File: config.mk
export PLATFORM = sky130hd
export DESIGN_NAME = optical_flow_frame_parser_unit
export DESIGN_NICKNAME = d
export VERILOG_FILES = /design/src/rtl/ofp_pkg.sv /design/src/rtl/ofp_fifo.sv /design/src/rtl/ofp_front.sv /design/src/rtl/ofp_back.sv /design/src/rtl/optical_flow_frame_parser_unit.sv
export SDC_FILE = /design/constraint.sdc
export NUM_CORES = 1
export LEC_CHECK = 0
export BUFFER_PORTS_ARGS = -buffer_cell sky130_fd_sc_hd__buf_2
export CAP_MARGIN = 15
export CORE_AREA = 2 2 193 195
export DETAILED_ROUTE_END_ITERATION = 8
export DIE_AREA = 0 0 195 197
export HOLD_SLACK_MARGIN = 0.03
export PLACE_DENSITY = 0.85
export SLEW_MARGIN = 30
export SYNTH_ARGS = -nofsm -noshare
export SYNTH_HDL_FRONTEND = slang
export SYNTH_SLANG_ARGS = --single-unit
File: constraint.sdc
create_clock -name clk -period 14.2 [get_ports clk]
set_input_delay 0.71 -clock clk [delete_from_list [all_inputs] [get_ports clk]]
set_output_delay 0.71 -clock clk [all_outputs]
set_load 0.02 [all_outputs]
File: src/rtl/ofp_pkg.sv
// Shared types and constants for the optical-flow frame parser.
package ofp_pkg;

  localparam logic [7:0] SYNC_BYTE    = 8'hAA;
  localparam logic [7:0] SOURCE_RESET = 8'h22;
  localparam logic [7:0] FUNC_FLOW    = 8'h51;
  localparam logic [7:0] FUNC_HEIGHT  = 8'h52;
  localparam logic [7:0] MODE_RAW     = 8'h00;
  localparam logic [7:0] MODE_FUSED   = 8'h01;

  localparam int DECODE_BYTES = 15;

  localparam logic REG_EXPECTED_SOURCE = 1'b0;

  typedef enum logic [2:0] {
    PH_SYNC    = 3'd0,
    PH_SOURCE  = 3'd1,
    PH_DEST    = 3'd2,
    PH_FUNC    = 3'd3,
    PH_LEN     = 3'd4,
    PH_PAYLOAD = 3'd5,
    PH_CSUM    = 3'd6
  } phase_t;

  typedef enum logic [2:0] {
    KIND_RAW_FLOW     = 3'd0,
    KIND_FUSED_FLOW   = 3'd1,
    KIND_RAW_HEIGHT   = 3'd2,
    KIND_FUSED_HEIGHT = 3'd3,
    KIND_OTHER        = 3'd4,
    KIND_CSUM_ERR     = 3'd5
  } frame_kind_t;

  typedef struct packed {
    frame_kind_t                       kind;
    logic [DECODE_BYTES-1:0][7:0]      pay;
  } frame_t;

  typedef struct packed {
    frame_kind_t        kind;
    logic [7:0]         quality;
    logic [7:0]         light;
    logic signed [15:0] flow_x;
    logic signed [15:0] flow_y;
    logic signed [15:0] flow_x_fixed;
    logic signed [15:0] flow_y_fixed;
    logic [15:0]        altitude;
  } result_t;

endpackage

File: src/rtl/ofp_fifo.sv
// Small first-in first-out queue with a registered storage array.
module ofp_fifo #(
  parameter int WIDTH = 8,
  parameter int DEPTH = 2
) (
  input  logic             clk,
  input  logic             rst,
  input  logic             wr_en,
  input  logic [WIDTH-1:0] wr_data,
  input  logic             rd_en,
  output logic [WIDTH-1:0] rd_data,
  output logic             full,
  output logic             empty
);

  localparam int AW = (DEPTH > 1) ? $clog2(DEPTH) : 1;
  localparam int CW = $clog2(DEPTH + 1);

  logic [WIDTH-1:0] mem [DEPTH];
  logic [AW-1:0]    wr_ptr;
  logic [AW-1:0]    rd_ptr;
  logic [CW-1:0]    count;
  logic             do_wr;
  logic             do_rd;

  assign full    = (count == CW'(DEPTH));
  assign empty   = (count == '0);
  assign do_wr   = wr_en && !full;
  assign do_rd   = rd_en && !empty;
  assign rd_data = mem[rd_ptr];

  always_ff @(posedge clk) begin
    if (do_wr) begin
      mem[wr_ptr] <= wr_data;
    end
  end

  always_ff @(posedge clk) begin
    if (rst) begin
      wr_ptr <= '0;
      rd_ptr <= '0;
      count  <= '0;
    end else begin
      if (do_wr) begin
        wr_ptr <= (wr_ptr == AW'(DEPTH - 1)) ? '0 : wr_ptr + 1'b1;
      end
      if (do_rd) begin
        rd_ptr <= (rd_ptr == AW'(DEPTH - 1)) ? '0 : rd_ptr + 1'b1;
      end
      if (do_wr && !do_rd) begin
        count <= count + 1'b1;
      end else if (do_rd && !do_wr) begin
        count <= count - 1'b1;
      end
    end
  end

endmodule

File: src/rtl/ofp_front.sv
// Byte parser: frame sync, checksum, payload store and frame classification.
module ofp_front
  import ofp_pkg::*;
#(
  parameter int STORED_BYTES = 15
) (
  input  logic       clk,
  input  logic       rst,
  input  logic       take,
  input  logic [7:0] rx_byte,
  input  logic [7:0] expected_source,
  output logic       frame_push,
  output frame_t     frame
);

  localparam int IW = $clog2(STORED_BYTES);

  phase_t     phase;
  phase_t     phase_next;
  logic [7:0] bytes_left;
  logic [7:0] bytes_left_next;
  logic [7:0] payload_count;
  logic [7:0] payload_count_next;
  logic [7:0] running_sum;
  logic [7:0] running_sum_next;
  logic [7:0] function_code;
  logic [7:0] function_code_next;
  logic [7:0] payload_store [STORED_BYTES];
  logic       store_wr;
  logic [DECODE_BYTES-1:0][7:0] snap;

  always_comb begin
    phase_next = phase;
    if (take) begin
      case (phase)
        PH_SYNC:    phase_next = (rx_byte == SYNC_BYTE) ? PH_SOURCE : PH_SYNC;
        PH_SOURCE:  phase_next = (rx_byte == expected_source) ? PH_DEST : PH_SYNC;
        PH_DEST:    phase_next = PH_FUNC;
        PH_FUNC:    phase_next = PH_LEN;
        PH_LEN:     phase_next = PH_PAYLOAD;
        PH_PAYLOAD: begin
          if (bytes_left == 8'd0) begin
            phase_next = PH_SYNC;
          end else if (bytes_left == 8'd1) begin
            phase_next = PH_CSUM;
          end else begin
            phase_next = PH_PAYLOAD;
          end
        end
        PH_CSUM:    phase_next = PH_SYNC;
        default:    phase_next = PH_SYNC;
      endcase
    end
  end

  always_comb begin
    bytes_left_next    = bytes_left;
    payload_count_next = payload_count;
    running_sum_next   = running_sum;
    function_code_next = function_code;
    store_wr           = 1'b0;
    frame_push         = 1'b0;
    if (take) begin
      case (phase)
        PH_SYNC: begin
          if (rx_byte == SYNC_BYTE) begin
            running_sum_next = rx_byte;
          end
        end
        PH_SOURCE: begin
          if (rx_byte == expected_source) begin
            running_sum_next = running_sum + rx_byte;
          end
        end
        PH_DEST: begin
          running_sum_next = running_sum + rx_byte;
        end
        PH_FUNC: begin
          function_code_next = rx_byte;
          running_sum_next   = running_sum + rx_byte;
        end
        PH_LEN: begin
          bytes_left_next    = rx_byte;
          payload_count_next = 8'd0;
          running_sum_next   = running_sum + rx_byte;
        end
        PH_PAYLOAD: begin
          if (bytes_left != 8'd0) begin
            bytes_left_next    = bytes_left - 8'd1;
            payload_count_next = payload_count + 8'd1;
            running_sum_next   = running_sum + rx_byte;
            store_wr           = (payload_count < 8'(STORED_BYTES));
          end
        end
        PH_CSUM: begin
          store_wr   = (payload_count < 8'(STORED_BYTES));
          frame_push = 1'b1;
        end
        default: begin
        end
      endcase
    end
  end

  always_ff @(posedge clk) begin
    if (rst) begin
      phase         <= PH_SYNC;
      bytes_left    <= '0;
      payload_count <= '0;
      running_sum   <= '0;
      function_code <= '0;
      for (int i = 0; i < STORED_BYTES; i++) begin
        payload_store[i] <= '0;
      end
    end else begin
      phase         <= phase_next;
      bytes_left    <= bytes_left_next;
      payload_count <= payload_count_next;
      running_sum   <= running_sum_next;
      function_code <= function_code_next;
      if (store_wr) begin
        payload_store[payload_count[IW-1:0]] <= rx_byte;
      end
    end
  end

  always_comb begin
    for (int i = 0; i < DECODE_BYTES; i++) begin
      snap[i] = (payload_count == 8'(i)) ? rx_byte : payload_store[i];
    end
  end

  always_comb begin
    frame.pay = snap;
    if (running_sum != rx_byte) begin
      frame.kind = KIND_CSUM_ERR;
    end else if (function_code == FUNC_FLOW && snap[0] == MODE_RAW) begin
      frame.kind = KIND_RAW_FLOW;
    end else if (function_code == FUNC_FLOW && snap[0] == MODE_FUSED) begin
      frame.kind = KIND_FUSED_FLOW;
    end else if (function_code == FUNC_HEIGHT && snap[0] == MODE_RAW) begin
      frame.kind = KIND_RAW_HEIGHT;
    end else if (function_code == FUNC_HEIGHT && snap[0] == MODE_FUSED) begin
      frame.kind = KIND_FUSED_HEIGHT;
    end else begin
      frame.kind = KIND_OTHER;
    end
  end

endmodule

File: src/rtl/ofp_back.sv
// Field decoder for classified frames, with the result queue.
module ofp_back
  import ofp_pkg::*;
#(
  parameter int RESULT_DEPTH = 2
) (
  input  logic    clk,
  input  logic    rst,
  input  logic    frame_valid,
  input  frame_t  frame,
  output logic    frame_pop,
  input  logic    res_pop,
  output logic    res_empty,
  output result_t res
);

  result_t dec;
  logic    res_full;

  assign frame_pop = frame_valid && !res_full;

  always_comb begin
    dec      = '0;
    dec.kind = frame.kind;
    case (frame.kind)
      KIND_RAW_FLOW: begin
        dec.quality = frame.pay[1];
        dec.flow_x  = {{8{frame.pay[2][7]}}, frame.pay[2]};
        dec.flow_y  = {{8{frame.pay[3][7]}}, frame.pay[3]};
        dec.light   = frame.pay[4];
      end
      KIND_FUSED_FLOW: begin
        dec.quality      = frame.pay[1];
        dec.flow_x       = {frame.pay[2], frame.pay[3]};
        dec.flow_y       = {frame.pay[4], frame.pay[5]};
        dec.flow_x_fixed = {frame.pay[6], frame.pay[7]};
        dec.flow_y_fixed = {frame.pay[8], frame.pay[9]};
        dec.light        = frame.pay[14];
      end
      KIND_RAW_HEIGHT, KIND_FUSED_HEIGHT: begin
        dec.altitude = {frame.pay[1], frame.pay[2]};
      end
      default: begin
      end
    endcase
  end

  ofp_fifo #(
    .WIDTH($bits(result_t)),
    .DEPTH(RESULT_DEPTH)
  ) u_res_q (
    .clk    (clk),
    .rst    (rst),
    .wr_en  (frame_pop),
    .wr_data(dec),
    .rd_en  (res_pop),
    .rd_data(res),
    .full   (res_full),
    .empty  (res_empty)
  );

endmodule

File: src/rtl/optical_flow_frame_parser_unit.sv
// Top level of the optical-flow sensor frame parser.
//
//   channel   handshake            payload
//   input     push / full          rx_byte
//   result    empty / pop          frame_kind, quality, light, flow_x, flow_y,
//                                  flow_x_fixed, flow_y_fixed, altitude
//   config    psel/penable/pwrite  paddr, pwdata, prdata (expected_source)
//
// One byte is taken every cycle while push is high and full is low; the parser
// state updates in the cycle of the byte. A checksum byte lands a classified frame
// in a two-entry frame queue; when the result queue is not full, the decoder moves
// it to a two-entry result queue. full rises only while the frame queue is full.
// Reset clears the parser state, the payload store and both queues.
module optical_flow_frame_parser_unit
  import ofp_pkg::*;
#(
  parameter int STORED_BYTES = 15,
  parameter int FRAME_DEPTH  = 2,
  parameter int RESULT_DEPTH = 2
) (
  input  logic               clk,
  input  logic               rst,
  input  logic               push,
  output logic               full,
  input  logic [7:0]         rx_byte,
  output logic               empty,
  input  logic               pop,
  output logic [2:0]         frame_kind,
  output logic [7:0]         quality,
  output logic [7:0]         light,
  output logic signed [15:0] flow_x,
  output logic signed [15:0] flow_y,
  output logic signed [15:0] flow_x_fixed,
  output logic signed [15:0] flow_y_fixed,
  output logic [15:0]        altitude,
  input  logic               psel,
  input  logic               penable,
  input  logic               pwrite,
  input  logic [2:0]         paddr,
  input  logic [31:0]        pwdata,
  output logic [31:0]        prdata,
  output logic               pready
);

  logic       take;
  logic [7:0] expected_source;
  logic       frame_push;
  frame_t     frame_in;
  frame_t     frame_head;
  logic       frame_empty;
  logic       frame_pop;
  result_t    res;

  assign pready = 1'b1;
  assign take   = push && !full;

  always_ff @(posedge clk) begin
    if (rst) begin
      expected_source <= SOURCE_RESET;
    end else if (psel && penable && pwrite && paddr[2] == REG_EXPECTED_SOURCE) begin
      expected_source <= pwdata[7:0];
    end
  end

  assign prdata = (paddr[2] == REG_EXPECTED_SOURCE) ? {24'd0, expected_source} : 32'd0;

  ofp_front #(
    .STORED_BYTES(STORED_BYTES)
  ) u_front (
    .clk            (clk),
    .rst            (rst),
    .take           (take),
    .rx_byte        (rx_byte),
    .expected_source(expected_source),
    .frame_push     (frame_push),
    .frame          (frame_in)
  );

  ofp_fifo #(
    .WIDTH($bits(frame_t)),
    .DEPTH(FRAME_DEPTH)
  ) u_frame_q (
    .clk    (clk),
    .rst    (rst),
    .wr_en  (frame_push),
    .wr_data(frame_in),
    .rd_en  (frame_pop),
    .rd_data(frame_head),
    .full   (full),
    .empty  (frame_empty)
  );

  ofp_back #(
    .RESULT_DEPTH(RESULT_DEPTH)
  ) u_back (
    .clk        (clk),
    .rst        (rst),
    .frame_valid(!frame_empty),
    .frame      (frame_head),
    .frame_pop  (frame_pop),
    .res_pop    (pop),
    .res_empty  (empty),
    .res        (res)
  );

  assign frame_kind   = res.kind;
  assign quality      = res.quality;
  assign light        = res.light;
  assign flow_x       = res.flow_x;
  assign flow_y       = res.flow_y;
  assign flow_x_fixed = res.flow_x_fixed;
  assign flow_y_fixed = res.flow_y_fixed;
  assign altitude     = res.altitude;

endmodule

==> results.toml <==
[run_status]
status = "complete, no violations"

[worst_setup_path]
crit_fanout = 68
endpoint_kind = "output port"
worstPathArrival_ps = 2680
cp-start-kind = "flip-flop"
worstPathRequired_ps = 13490
critPathKind = "reg -> out"

[detailed_routing]
routed_wl_um = 42660
wl_per_cell_um = 20.43
initialDrtViolationCount = 919
dr_total_vias = 12390
via_per_inst = 5.933
dr.pass1.iters = 5
drc_errors = 0
ant_nets = 0

[finish]
syn2layout_area_growth_pct = 11.78
seq_area_um2 = 14640
final_cells = 2088
final_common_cell = "edfxtp_1"
drive_above_1_share = 0.2599
n_fill_cell = 2350
final_cell_mix = "edfxtp_1, mux2_2, buf_2"
multiInputGateArea_um2 = 6406
nets = 1648
antenna_cells = 0

[place]
place_inst = 1998
routabilityCongestion = 0.7869
hpwl_um = 25200
port_buffers = 132

[clocking]
numCtsBuffers = 48
post-cts-setup-buffers = 0
post_cts_resized = 0
clk_path_buf_depth = 3
cts_tree = "built"
cts_hold_buf = 0
clk_latency_ps = 560
clk_pin_slew_worst_paths_ps = 70
cts_max_level = 2
numClockSinks = 505
cts-root-buf = "clkbuf_16"

[power]
combinationalPowerShare = 0.224
power_frac_seq = 0.468
p_sw_uw = 1205
p_leak_uw = 0.008550
switching_share = 0.2886
p_per_area_nw_per_um2 = 173.3
power.share.clock = 0.307
p_int_uw = 2970
peakVddDrop_v = 0.0001082

[synthesis]
synth_top_cell_by_area = "edfxtp_1"
synthCells = 1481
synth.avg_cell_area_um2 = 14.55
ys_warn_count = 0
ys_top_cells_by_area = "edfxtp_1, mux2_2, dfxtp_1, mux2i_1, nor2_1"
synth_cell_types = 58
ys_seq_elements = 505
synth_top_area_frac = 0.6299
synth_area_um2 = 21550
synth_top_flop_cell = "edfxtp_1"
synth_edf_count = 452
yosysSeqAreaShare = 0.6792
async_reset_ff_frac = 0

[floorplan]
core-area_um2 = 36260
die_width_um = 195
placementRows = 70
die_h_um = 197
ios = 184
initial_core_util = 0.5942
die_area_um2 = 38420

[global_routing]
overflow = 0
grt_pass1_wl_um = 65470
grt_max_degree = 84
track_usage = 0.2185
grt_pass1_vias = 12440
antenna_found_initial = 0

[sta]
finalSetupViolations = 0
skew_ps = 14.03
hold_violations = 0
worst_slew_pin_slew_ps = 983.5
rsz0062_at_grt = "no"
max_freq_ghz = 0.2948
fin_crit_sh = 0.2389
fin_crit_ps = 3393
fin_tns_setup_ps = 0
report.final.slew_viol_count = 0
relSlewSlack = 0.3443

[run]
cap_violations = 0

[min_path]
hp-class = "in -> reg"
==> final timing paths <==
path	start	endpoint	slack (ps)	depth (start not counted)
max	flip-flop	flow_y[4]	10810	3
min	pwdata[5]	expected_source[5]	360	3
max reg2reg	flip-flop	u_back.u_res_q.mem[0][18]	10920	5
min reg2reg	u_front.running_sum[5]	u_front.running_sum[5]	460	2
==> sequential cells by signal, indices dropped and copies added (netlist names), named ones only <==
signal and count:
u_front.bytes_left 8, u_frame_q.rd_ptr 1, u_frame_q.count 2, u_front.payload_count 8
expected_source 8, u_front.running_sum 8, u_frame_q.wr_ptr 1, u_back.u_res_q.count 2
u_front.phase 3, u_frame_q.mem 166, u_back.u_res_q.rd_ptr 1, u_back.u_res_q.wr_ptr 1
u_front.function_code 8, u_front.payload_store 88, u_back.u_res_q.mem 198
==> worst max-delay path, cell delays in order (launching register included) <==
cell and delay, ps:
dfxtp_4 680, buf_4 760, mux2_2 430, buf_2 160
==> power by group through the flow <==
stage          Combinational [uW]  Clock (uW)  Sequential [uW]
3_5_place_dp                  930           0             1990
4_1_cts                       937        1300             1960
2_1_floorplan                 676           0             1950
3_3_place_gp                  917           0             1970
5_1_grt                       996        1350             1970
6_report                      937        1280             1960
==> kinds of logic after synthesis <==
| logic type | after synthesis | share of synthesized area |
|---|---|---|
| xor+xnor | 28 | 0.01138 |
| simple gates | 376 | 0.08960 |
| fa+ha+maj | 17 | 0.01022 |
| other cells | 2 | 0.0003485 |
| flops | 505 | 0.6792 |
| buf+inv | 136 | 0.02915 |
| compound gates | 148 | 0.04489 |
| mux | 269 | 0.1352 |
==> stage by stage <==
step | setup slack, ps | hold WS, ps | total power (uW) | area (um2) | utilization
floorplan | 8909 | 435.5 | 2627 | 21630 | -
global placement | 10800 | 442.4 | 2885 | 22450 | 0.6193
detailed placement | 10750 | 449.9 | 2917 | 22460 | 0.6195
CTS | 10790 | 337.6 | 4193 | 24050 | 0.6632
global route | 10710 | 353.8 | 4323 | 24080 | 0.6642
finish | 10810 | 356.6 | 4175 | 24080 | 0.6642
==> Yosys cell counts (3+ instances only) <==
cell type and number:
a21o_1 5, inv_1 16, or3_1 10, buf_1 7
buf_4 25, nand3b_1 3, nor2b_1 37, buf_6 3
mux2_2 177, nand3_1 11, o41ai_1 3, o21ai_0 41
nand2_1 57, dfxtp_1 53, nand2b_1 6, nand4_1 4
a31oi_1 3, clkbuf_1 83, xnor2_1 15, a21oi_1 26
xor2_1 13, o21a_1 3, and3_1 38, edfxtp_1 452
and2_1 57, ha_1 16, nor3_1 12, nor4_1 7
mux2i_1 92, nor2_1 116, a211oi_1 45, o31ai_1 3
or2_2 7, a22oi_1 7
==> cell type report <==
| class | count | share of cell area |
|---|---|---|
| clock buffers | 56 | 0.05200 |
| clock inverters | 33 | 0.01387 |
| inverters | 17 | 0.002649 |
| multi-input cells | 863 | 0.2660 |
| flip-flops and latches | 505 | 0.6079 |
| well taps | 468 | 0.02431 |
| repair buffers | 146 | 0.03325 |
==> per-layer routing <==
metal,vias to the layer above,wire length [um],track usage
li1,5638,-,-
met1,6165,16780,0.2676
met2,493,22230,0.3899
met3,93,2536,0.03542
met4,0,1111,0.08595
met5,-,0,0
Power figures use the tool's default switching activity.
